### src/idmm_pkg.sv
// Shared widths, constants and handshake structs of the reciprocal multiplier block.
// Used by idmm_div, idmm_core and the top level; depends on nothing.
package idmm_pkg;

    localparam int WORD_W    = 32;
    localparam int QUO_W     = 34;
    localparam int IDX_W     = 7;
    localparam int SHIFT_W   = 6;
    localparam int PRE_W     = 5;
    localparam int S_TDATA_W = 32;
    localparam int M_TDATA_W = 48;

    localparam logic [SHIFT_W-1:0] PREC_SIGNED   = 6'd31;
    localparam logic [SHIFT_W-1:0] PREC_UNSIGNED = 6'd32;
    localparam logic [WORD_W-1:0]  T31           = 32'h8000_0000;

    // Request to the dual serial divider
    typedef struct packed {
        logic              start;
        logic [WORD_W-1:0] d;
        logic [IDX_W-1:0]  top_idx;
        logic [IDX_W-1:0]  extra_idx;
    } t_div_req;

    // Quotients of the low and high bound
    typedef struct packed {
        logic             done;
        logic [QUO_W-1:0] q_lo;
        logic [QUO_W-1:0] q_hi;
    } t_div_rsp;

    // Request to the multiplier core
    typedef struct packed {
        logic               start;
        logic [WORD_W-1:0]  d;
        logic [SHIFT_W-1:0] prec;
    } t_core_req;

    // Multiplier and shift from the core
    typedef struct packed {
        logic               done;
        logic [QUO_W-1:0]   m;
        logic [SHIFT_W-1:0] s;
    } t_core_rsp;

endpackage

### src/idmm_div.sv
// Dual restoring divider, one quotient bit per cycle for both bounds at once.
// Depends on idmm_pkg.
module idmm_div (
    input  logic                i_clk,
    input  logic                i_rst_n,
    input  idmm_pkg::t_div_req  i_req,
    output idmm_pkg::t_div_rsp  o_rsp
);
    import idmm_pkg::*;

    logic                r_busy;
    logic                r_done;
    logic [IDX_W-1:0]    r_idx;
    logic [IDX_W-1:0]    r_top;
    logic [IDX_W-1:0]    r_extra;
    logic [WORD_W-1:0]   r_d;
    logic [WORD_W-1:0]   r_rem_lo;
    logic [WORD_W-1:0]   r_rem_hi;
    logic [QUO_W-1:0]    r_q_lo;
    logic [QUO_W-1:0]    r_q_hi;

    logic                bit_lo;
    logic                bit_hi;
    logic [WORD_W:0]     sh_lo;
    logic [WORD_W:0]     sh_hi;
    logic [WORD_W:0]     dif_lo;
    logic [WORD_W:0]     dif_hi;
    logic                ge_lo;
    logic                ge_hi;

    // Numerator bits: one power of two for the low bound, two for the high bound
    assign bit_lo = (r_idx == r_top);
    assign bit_hi = bit_lo | (r_idx == r_extra);

    // Shift in the next numerator bit and trial-subtract the divisor
    assign sh_lo  = {r_rem_lo, bit_lo};
    assign sh_hi  = {r_rem_hi, bit_hi};
    assign dif_lo = sh_lo - {1'b0, r_d};
    assign dif_hi = sh_hi - {1'b0, r_d};
    assign ge_lo  = (sh_lo >= {1'b0, r_d});
    assign ge_hi  = (sh_hi >= {1'b0, r_d});

    // Step both divisions, one bit position per cycle
    always_ff @(posedge i_clk) begin
        if (!i_rst_n) begin
            r_busy <= 1'b0;
            r_done <= 1'b0;
        end else begin
            r_done <= 1'b0;
            if (i_req.start) begin
                r_busy   <= 1'b1;
                r_idx    <= i_req.top_idx;
                r_top    <= i_req.top_idx;
                r_extra  <= i_req.extra_idx;
                r_d      <= i_req.d;
                r_rem_lo <= '0;
                r_rem_hi <= '0;
                r_q_lo   <= '0;
                r_q_hi   <= '0;
            end else if (r_busy) begin
                r_rem_lo <= ge_lo ? dif_lo[WORD_W-1:0] : sh_lo[WORD_W-1:0];
                r_rem_hi <= ge_hi ? dif_hi[WORD_W-1:0] : sh_hi[WORD_W-1:0];
                r_q_lo   <= {r_q_lo[QUO_W-2:0], ge_lo};
                r_q_hi   <= {r_q_hi[QUO_W-2:0], ge_hi};
                if (r_idx == '0) begin
                    r_busy <= 1'b0;
                    r_done <= 1'b1;
                end else begin
                    r_idx <= r_idx - 1'b1;
                end
            end
        end
    end

    assign o_rsp.done = r_done;
    assign o_rsp.q_lo = r_q_lo;
    assign o_rsp.q_hi = r_q_hi;

endmodule

### src/idmm_core.sv
// Multiplier core: bit-length count, bound division and serial halving of the bounds.
// Depends on idmm_pkg and idmm_div.
module idmm_core (
    input  logic                 i_clk,
    input  logic                 i_rst_n,
    input  idmm_pkg::t_core_req  i_req,
    output idmm_pkg::t_core_rsp  o_rsp
);
    import idmm_pkg::*;

    typedef enum logic [2:0] {
        ST_IDLE,
        ST_LOG,
        ST_DIV,
        ST_HALVE
    } t_state;

    t_state              r_state;
    logic                r_done;
    logic                r_div_start;
    logic [WORD_W-1:0]   r_d;
    logic [WORD_W-1:0]   r_t;
    logic [SHIFT_W-1:0]  r_l;
    logic [SHIFT_W-1:0]  r_prec;
    logic [QUO_W-1:0]    r_lo;
    logic [QUO_W-1:0]    r_hi;

    t_div_req            div_req;
    t_div_rsp            div_rsp;
    logic [IDX_W-1:0]    top_idx;

    // Numerator exponents: 32 + l, and 32 + l - prec for the high bound
    assign top_idx           = IDX_W'(WORD_W) + IDX_W'(r_l);
    assign div_req.start     = r_div_start;
    assign div_req.d         = r_d;
    assign div_req.top_idx   = top_idx;
    assign div_req.extra_idx = top_idx - IDX_W'(r_prec);

    idmm_div u_div (
        .i_clk   (i_clk),
        .i_rst_n (i_rst_n),
        .i_req   (div_req),
        .o_rsp   (div_rsp)
    );

    // Sequence the bit count, the divisions and the halving
    always_ff @(posedge i_clk) begin
        if (!i_rst_n) begin
            r_state     <= ST_IDLE;
            r_done      <= 1'b0;
            r_div_start <= 1'b0;
        end else begin
            r_done      <= 1'b0;
            r_div_start <= 1'b0;
            case (r_state)
                ST_IDLE: begin
                    if (i_req.start) begin
                        r_d     <= i_req.d;
                        r_t     <= i_req.d - 1'b1;
                        r_l     <= '0;
                        r_prec  <= i_req.prec;
                        r_state <= ST_LOG;
                    end
                end
                // Count the bits of d - 1
                ST_LOG: begin
                    if (r_t != '0) begin
                        r_t <= r_t >> 1;
                        r_l <= r_l + 1'b1;
                    end else begin
                        r_div_start <= 1'b1;
                        r_state     <= ST_DIV;
                    end
                end
                ST_DIV: begin
                    if (div_rsp.done) begin
                        r_lo    <= div_rsp.q_lo;
                        r_hi    <= div_rsp.q_hi;
                        r_state <= ST_HALVE;
                    end
                end
                // Halve both bounds while l is nonzero and their halves still differ
                ST_HALVE: begin
                    if (r_l != '0 && r_lo[QUO_W-1:1] != r_hi[QUO_W-1:1]) begin
                        r_lo <= r_lo >> 1;
                        r_hi <= r_hi >> 1;
                        r_l  <= r_l - 1'b1;
                    end else begin
                        r_done  <= 1'b1;
                        r_state <= ST_IDLE;
                    end
                end
                default: begin
                    r_state <= ST_IDLE;
                end
            endcase
        end
    end

    assign o_rsp.done = r_done;
    assign o_rsp.m    = r_hi;
    assign o_rsp.s    = r_l;

endmodule

### src/invariant_divisor_magic_multiplier.sv
// Reciprocal multiplier generator for division by an invariant 32-bit divisor.
// An invalid divisor goes straight to the output register; any other divisor takes one core
// run, then for some unsigned divisors a trailing-zero strip and maybe a second run.
// One item at a time; the serial divider, one bit per cycle, sets the pace of a run.
// Reset: synchronous, active low; clears the sequencers and the output valid, no clearing pass.
// Depends on idmm_pkg and idmm_core.
module invariant_divisor_magic_multiplier (
    input  logic                               i_clk,
    input  logic                               i_rst_n,
    input  logic                               s_axis_tvalid,
    output logic                               s_axis_tready,
    input  logic [idmm_pkg::S_TDATA_W-1:0]     s_axis_tdata,   // [31:0] divisor
    input  logic [0:0]                         s_axis_tuser,   // [0] signed_mode
    output logic                               m_axis_tvalid,
    input  logic                               m_axis_tready,
    // [31:0] magic_value, [37:32] post_shift, [38] add_back, [43:39] pre_shift, [47:44] zero
    output logic [idmm_pkg::M_TDATA_W-1:0]     m_axis_tdata,
    output logic [0:0]                         m_axis_tuser    // [0] invalid
);
    import idmm_pkg::*;

    typedef enum logic [2:0] {
        ST_IDLE,
        ST_CORE1,
        ST_STRIP,
        ST_CORE2,
        ST_FIN
    } t_state;

    t_state               r_state;
    logic                 r_core_start;
    logic [WORD_W-1:0]    r_core_d;
    logic [SHIFT_W-1:0]   r_core_prec;
    logic [WORD_W-1:0]    r_d;
    logic                 r_sgn;
    logic                 r_inv;
    logic [WORD_W-1:0]    r_odd;
    logic [PRE_W-1:0]     r_strip;
    logic [PRE_W-1:0]     r_pre;
    logic [QUO_W-1:0]     r_m;
    logic [SHIFT_W-1:0]   r_s;
    logic                 r_out_valid;
    logic [M_TDATA_W-1:0] r_out_data;
    logic                 r_out_user;

    t_core_req            core_req;
    t_core_rsp            core_rsp;
    logic                 in_acc;
    logic                 in_bad;
    logic [WORD_W-1:0]    in_d;
    logic                 fin_add;
    logic [SHIFT_W-1:0]   fin_s;
    logic [M_TDATA_W-1:0] fin_data;

    assign core_req.start = r_core_start;
    assign core_req.d     = r_core_d;
    assign core_req.prec  = r_core_prec;

    idmm_core u_core (
        .i_clk   (i_clk),
        .i_rst_n (i_rst_n),
        .i_req   (core_req),
        .o_rsp   (core_rsp)
    );

    // Accept an item only between runs
    assign s_axis_tready = (r_state == ST_IDLE);
    assign in_acc        = s_axis_tvalid && s_axis_tready;
    assign in_d          = s_axis_tdata[WORD_W-1:0];
    // Divisor 0 or 1, or signed divisor above 2^31
    assign in_bad = (in_d[WORD_W-1:1] == '0) ||
                    (s_axis_tuser[0] && in_d[WORD_W-1] && (in_d[WORD_W-2:0] != '0));

    // Work out add-back and the adjusted shift from the final multiplier
    always_comb begin
        fin_add = 1'b0;
        fin_s   = r_s;
        if (r_inv) begin
            fin_s = '0;
        end else if (r_sgn) begin
            fin_add = (r_m[QUO_W-1:WORD_W-1] != '0);
        end else if (r_m[QUO_W-1:WORD_W] != '0) begin
            fin_add = 1'b1;
            fin_s   = (r_s != '0) ? r_s - 1'b1 : '0;
        end
        fin_data = {4'b0000, r_pre, fin_add, fin_s, r_m[WORD_W-1:0]};
    end

    // Main sequencer and output register
    always_ff @(posedge i_clk) begin
        if (!i_rst_n) begin
            r_state      <= ST_IDLE;
            r_core_start <= 1'b0;
            r_out_valid  <= 1'b0;
        end else begin
            r_core_start <= 1'b0;
            if (m_axis_tready) begin
                r_out_valid <= 1'b0;
            end
            case (r_state)
                ST_IDLE: begin
                    if (in_acc) begin
                        r_d   <= in_d;
                        r_sgn <= s_axis_tuser[0];
                        r_pre <= '0;
                        r_inv <= in_bad;
                        if (in_bad) begin
                            r_m     <= '0;
                            r_s     <= '0;
                            r_state <= ST_FIN;
                        end else begin
                            r_core_d     <= in_d;
                            r_core_prec  <= s_axis_tuser[0] ? PREC_SIGNED : PREC_UNSIGNED;
                            r_core_start <= 1'b1;
                            r_state      <= ST_CORE1;
                        end
                    end
                end
                ST_CORE1: begin
                    if (core_rsp.done) begin
                        r_m <= core_rsp.m;
                        r_s <= core_rsp.s;
                        if (!r_sgn && core_rsp.m[QUO_W-1:WORD_W] != '0) begin
                            r_odd   <= r_d;
                            r_strip <= '0;
                            r_state <= ST_STRIP;
                        end else begin
                            r_state <= ST_FIN;
                        end
                    end
                end
                // Strip trailing zeros; if any, redo an odd part above 1 at lower precision
                ST_STRIP: begin
                    if (!r_odd[0]) begin
                        r_odd   <= r_odd >> 1;
                        r_strip <= r_strip + 1'b1;
                    end else if (r_strip != '0 && r_odd != WORD_W'(1)) begin
                        r_pre        <= r_strip;
                        r_core_d     <= r_odd;
                        r_core_prec  <= PREC_UNSIGNED - SHIFT_W'(r_strip);
                        r_core_start <= 1'b1;
                        r_state      <= ST_CORE2;
                    end else begin
                        r_state <= ST_FIN;
                    end
                end
                ST_CORE2: begin
                    if (core_rsp.done) begin
                        r_m     <= core_rsp.m;
                        r_s     <= core_rsp.s;
                        r_state <= ST_FIN;
                    end
                end
                // Hand the item over once the output register is free
                ST_FIN: begin
                    if (!r_out_valid || m_axis_tready) begin
                        r_out_valid <= 1'b1;
                        r_out_data  <= fin_data;
                        r_out_user  <= r_inv;
                        r_state     <= ST_IDLE;
                    end
                end
                default: begin
                    r_state <= ST_IDLE;
                end
            endcase
        end
    end

    assign m_axis_tvalid   = r_out_valid;
    assign m_axis_tdata    = r_out_data;
    assign m_axis_tuser[0] = r_out_user;

endmodule

### config.mk
export PLATFORM = sky130hd
export DESIGN_NAME = invariant_divisor_magic_multiplier
export DESIGN_NICKNAME = d
export VERILOG_FILES = /design/src/idmm_pkg.sv /design/src/idmm_div.sv /design/src/idmm_core.sv /design/src/invariant_divisor_magic_multiplier.sv
export SDC_FILE = /design/constraint.sdc
export NUM_CORES = 1
export LEC_CHECK = 0
export BUFFER_PORTS_ARGS = -buffer_cell sky130_fd_sc_hd__buf_2
export CORE_ASPECT_RATIO = 0.7
export CORE_MARGIN = 2
export CORE_UTILIZATION = 57
export DETAILED_ROUTE_END_ITERATION = 12
export PLACE_DENSITY_LB_ADDON = 0.15
export SLEW_MARGIN = 20
export SYNTH_ARGS = -nofsm -noshare
export SYNTH_HDL_FRONTEND = slang
export SYNTH_SLANG_ARGS = --single-unit
### constraint.sdc
create_clock -name i_clk -period 7.6 [get_ports i_clk]
set_input_delay 0.76 -clock i_clk [delete_from_list [all_inputs] [get_ports i_clk]]
set_output_delay 0.76 -clock i_clk [all_outputs]
set_load 0.02 [all_outputs]
# Word-level counts from Yosys, hierarchy flattened
# Index checks and enable logic that the tools add are counted.
# Widths: inputs -> output; s select.
# word_totals
register_bits	540
latchBits	0
mem_bits_rw	0
mem_bits_ro	0
inputBits	37
out_inout_bits	51
word_cells	216
n_memories	0
# op_classes
n_addsub	11
n_mul	0
div_mod_pow	0
order_cmp	2
eq_ne	29
shifts	0
mux	86
n_bitwise	3
reduce_logical	49
# op_table
operator	count
$mux 32	13
$mux 34	9
$pmux 34 s2	3
$pmux 32 s2	3
$mux 6	14
$ge 33x32->1	2
$sub 32x32->32	2
$mux 3	12
$ne 33x33->1	1
$ne 32x1->1 const B	1
$reduce_bool 32->1	1
$sub 32x1->32 const B	1
$logic_not 31->1	1
$reduce_bool 31->1	1
$mux 5	6
$reduce_and 5->1	5
$pmux 6 s2	2
$mux 7	3
$ne 2x2->1 const B	10
$pmux 5 s2	2
$pmux 6 s3	1
$ne 2x1->1 const B	8
$reduce_and 4->1	4
$reduce_bool 2->1	8
30 further kinds	67

# Logic depth before layout (Yosys ltp)
# depth
word_depth	6
depth_mapped	16
mapped_depth_nobuf	15

# Hierarchy
# From an unflattened synthesis, not the netlist that was laid out.
# hier_totals
cells_unflattened	2190
area_unflattened_um2	26280.2
# by_module_without_submodules
mod	instances	cells_each	area_each_um2	seq_area_each_um2
idmm_div	1	1060	11056.9	5595.4
invariant_divisor_magic_multiplier	1	596	8042.7	6075.8
idmm_core	1	534	7180.6	4374.2

# Worst setup path after synthesis
# Ideal clock, no wire load.
# synth_path
kind	input to register
from	input i_rst_n
to	register u_core.u_div.r_idx[0] (enable)
setup_ns	0.326
arrival_time_ns	7.198
t_required_ns	7.274
path_slack_ns	0.076
path_stages	4
n_path_buf	1
path_cell_list	inv_1 > clkbuf_1 > nor2_1 > o21a_1
# synth_between
elab_chain_cells	1
# synth_rtl
item	line	text
start, declared	invariant_divisor_magic_multiplier.sv:9	input logic i_rst_n,
$reduce_and 3->1 (no source line)	--	
end signal, assigned	idmm_div.sv:52	r_idx <= i_req.top_idx;
end signal, assigned	idmm_div.sv:69	r_idx <= r_idx - 1'b1;
end, declared	idmm_div.sv:13	logic [IDX_W-1:0] r_idx;
# No other way between the ends.
# A chain may end at the register's enable or synchronous reset.

# Worst setup path in the final report
# layout_path
from	register u_core.u_div.r_idx[4]
to	register u_core.u_div.r_rem_hi[31], data pin
# layout_between
elab_chain_cells	5
word_cells_on_any_way	7
classes_between	add/sub: 1; order compare: 1; eq/ne: 2; mux: 2; bitwise: 1
# layout_rtl
item	line	text
$eq 7x7->1, on equally long branches	idmm_div.sv:32, idmm_div.sv:33	
$or 1x1->1 *	idmm_div.sv:33	assign bit_hi = bit_lo | (r_idx == r_extra);
$sub 32x32->32 / $ge 33x32->1 (equally long branches)	idmm_div.sv:39, idmm_div.sv:41	
$mux 32 *	idmm_div.sv:62	r_rem_hi <= ge_hi ? dif_hi[WORD_W-1:0] : sh_hi[WORD_W-1:0];
$mux 32 *	idmm_div.sv:60	end else if (r_busy) begin
end signal, assigned	idmm_div.sv:62	
end, declared	idmm_div.sv:18	logic [WORD_W-1:0] r_rem_hi;
# Every way passes the cells marked *; elsewhere a longest branch is shown, timed or not. The select of a mux whose other input is x is not followed.

==> run summary <==
Worst slew margin: 25.4%
CP arrival: 4.88 ns
Final Instance Count excl. Fillers: 2862
Vias in the first global route: 15900
Yosys warns: 0
Total power draw: 7.19 mW
Hold Path Depth: 1
Final hold vios: 0
Initial antenna violation count: 0
H-tree lvl count: 2
Inst Count DP: 2766
Final Worst Setup Slack: 3.12 ns
Max-slew violations: 0
Max_cap viols: 0
Core Area: 0.0453 mm²
Reg clk slew, reported paths: 0.07 ns
Crit share post-route: 58.9%
Cell family contributing the most delay on the critical path: simple AND/OR/NAND/NOR gates
Initial core utilization: 58.0%
Yosys top cell by area: edfxtp_1
Req. time, crit path: 8.00 ns
Fraction of layout cells with a size suffix above 1: 12.8%
CP peak stage delay: 0.85 ns
Die Area: 0.0479 mm²
Async SR Flop Fraction: 0%
Maximum VDD drop: 0.198 mV
Library cells used by synthesis: 82
Ys flop type: edfxtp_1
Row cnt: 65
Pin count of the biggest net entering global routing: 76
Status: completed
Most common cell after layout, fill and taps aside: edfxtp_1
DR WL/cell: 20.1 µm
Area Overhead vs Synth: 10.6%
Max Fclk: 223 MHz
Initial DRC count: 1823
Hold path endpoint: r_d[30]
Congestion Overflow GR: 0
Largest cells by area after synthesis: edfxtp_1 60%, ha_1 4.1%, nand2_1 3.8%, xnor2_1 3.0%, mux2_2 2.8%
Least-Margin Pin Slew: 1.12 ns
Worst Hold Class: input port to flop
Top Ports: 88
Pwr Density: 247 mW/mm²
Synth Cell Area: 0.0263 mm²
First-pass GRT wire length: 89900 µm
Overall routing resource usage: 24.0%
Clock insertion delay at the later pin of the skew report: 0.59 ns
Crit-path cells: xor2_1 -> nor4_1 -> nand4_1 -> o41a_1 -> ha_1 -> nor2b_1 -> o31a_1 -> o2111ai_1 -> nand4_1 -> nand3_1 -> and4_4 -> nor3_4 -> o21ai_1 -> o32ai_1
Hold path startpoint: s_axis_tdata[30]
Number of synthesized flops with an enable pin: 527
R2r worst-path depth: 14
Startpoint types: flop
Clock sink total: 538
Drt total wl: 57400 µm
Fin Setup TNS: 0 ns
Worst Setup Path Type: flop to flop
Commonest cells after routing, fill and taps aside: 527 x edfxtp_1, 266 x nand2_1, 119 x nor2_1, 93 x nor2b_1, 91 x o21ai_0
DRC violations left: 0
Leak Pwr: 10.5 nW
Clock buffer count from CTS: 51
Post-cts hold buffer count: 0
R2R Setup Slk: 3.12 ns
Syn Inst Count: 2157
Worst slack at placement: 3.15 ns
Max Clock Skew: 0.0206 ns
RSZ-0062 raised after global routing: false
Buffers on Ports: 83
Setup violations, final: 0
Top-area cell type share of the netlist area: 60.2%
Antenna diodes: 0
Die Ht: 184 µm
PostCTS Resize Cnt: 0
Postcts setup bufs: 0
CP endpoint kind: flop
Placed cell area: 0.0272 mm²
First-pass DRT Iterations: 7
Filler instances: 3482
Worst path bufs/invs: 0
Clock buffer depth: 3
Antenna viol nets, final: 0
RePlAce Congestion: 0.916
Mean Syn Cell Area: 12.2 µm²
Root buffer cell: clkbuf_16
Final instance area: 0.0291 mm²
DR vias: 16900
Die width: 261 µm
Via density: 5.90
Cell mode on critical path: nand4_1
Critical R2R Capture: u_core.u_div.r_rem_hi[31]
Register area share after synthesis: 61.0%
Worst r2r src: u_core.u_div.r_idx[4]
CTS tree: yes
#FFs+latches synth: 538
Final #Nets: 2344
Crit-path max FO: 28
CP max-delay cell: nor3_4
Post-DP HPWL: 38500 µm
Tmin final: 4.48 ns
## per-layer routing
metal	GRT usage [%]	up-vias	wire [µm]
met4	4.30	0	757
met3	3.42	66	4110
li1	-	7977	-
met2	31.9	622	22900
met1	41.2	8211	29700
met5	0	-	0
## metrics by stage
step	hold slack, ns	util (%)
2_1_floorplan	0.400	-
3_3_place_gp	0.401	60.1
3_5_place_dp	0.405	60.1
4_1_cts	0.344	64.1
5_1_grt	0.359	64.2
6_report	0.374	64.2
## registers in the layout, summed over array words and instances, names as in the netlist, 7 cells and up
signal and flops:
m_axis_tdata 44, r_core_d 32, r_d 32, r_m 34
r_odd 32, u_core.r_d 32, u_core.r_hi 34, u_core.r_lo 33
u_core.r_t 32, u_core.u_div.r_d 32, u_core.u_div.r_extra 7, u_core.u_div.r_idx 7
u_core.u_div.r_q_hi 34, u_core.u_div.r_q_lo 34, u_core.u_div.r_rem_hi 32, u_core.u_div.r_rem_lo 32
u_core.u_div.r_top 7
## worst register-to-register path, delay by kind of cell (launching register included)
family	cells	cell delay [ns]
xor gates and xnor gates	1	0.20
adders and majority gates	1	0.23
DFF	1	0.48
and+or+nand+nor	7	2.10
AOI/OAI and AO/OA	5	1.28
## area by class of cell
cell class,count,area (µm²),share of cell area (%)
clock buffer,66,1370,4.72
clock inverter,29,418,1.44
inverter,81,304,1.05
multi-input combinational,1445,9600,33.0
sequential,538,16000,55.2
tap,603,754,2.59
timing repair buffer,100,583,2.00
## worst max-delay path by stage
stage                                      from                         to  slack (ns)  cells past startpoint
after global routing      u_core.u_div.r_idx[4]  u_core.u_div.r_rem_hi[31]        2.78                     14
after global placement    u_core.u_div.r_idx[4]  u_core.u_div.r_rem_hi[31]        3.33                     14
after CTS                 u_core.u_div.r_idx[4]  u_core.u_div.r_rem_hi[31]        3.13                     14
after floorplan                         i_rst_n      u_core.u_div.r_idx[0]        0.08                      4
final                     u_core.u_div.r_idx[4]  u_core.u_div.r_rem_hi[31]        3.12                     14
after detailed placement  u_core.u_div.r_idx[4]  u_core.u_div.r_rem_hi[31]        3.15                     14
## logic make-up after synthesis
logic type / share of synthesized area, %
muxes: 3.43
adders and majority gates: 4.40
xor gates and xnor gates: 5.00
and+or+nand+nor: 14.7
DFF: 61.0
buffers and inverters: 2.86
other: 0.0143
AOI/OAI and AO/OA: 8.56
## synthesized netlist by cell type, types with 8 or more instances
cell type,n
mux2i_1,17
xnor2_1,90
o21a_1,11
a21o_1,33
nor2b_1,94
nand4_1,28
nand3_1,49
a211oi_1,17
o21ai_1,13
a21oi_1,88
a211oi_2,9
edfxtp_1,527
clkbuf_1,73
nor2_1,122
nor3_1,35
nand3b_1,32
and3_1,13
o21bai_1,8
ha_1,86
nor4_1,32
o21ai_0,92
mux2_2,65
nand2_1,267
or3_1,8
a31oi_1,10
a21boi_0,9
dfxtp_1,11
inv_1,79
xor2_1,60
buf_4,8
nand2b_1,11
and2_1,47
## power by group
part	internal, mW	switching [mW]
clock network	1.62	1.13
logic	0.250	0.481
registers	3.57	0.149
total	5.44	1.76
Power figures use the tool's default switching activity.
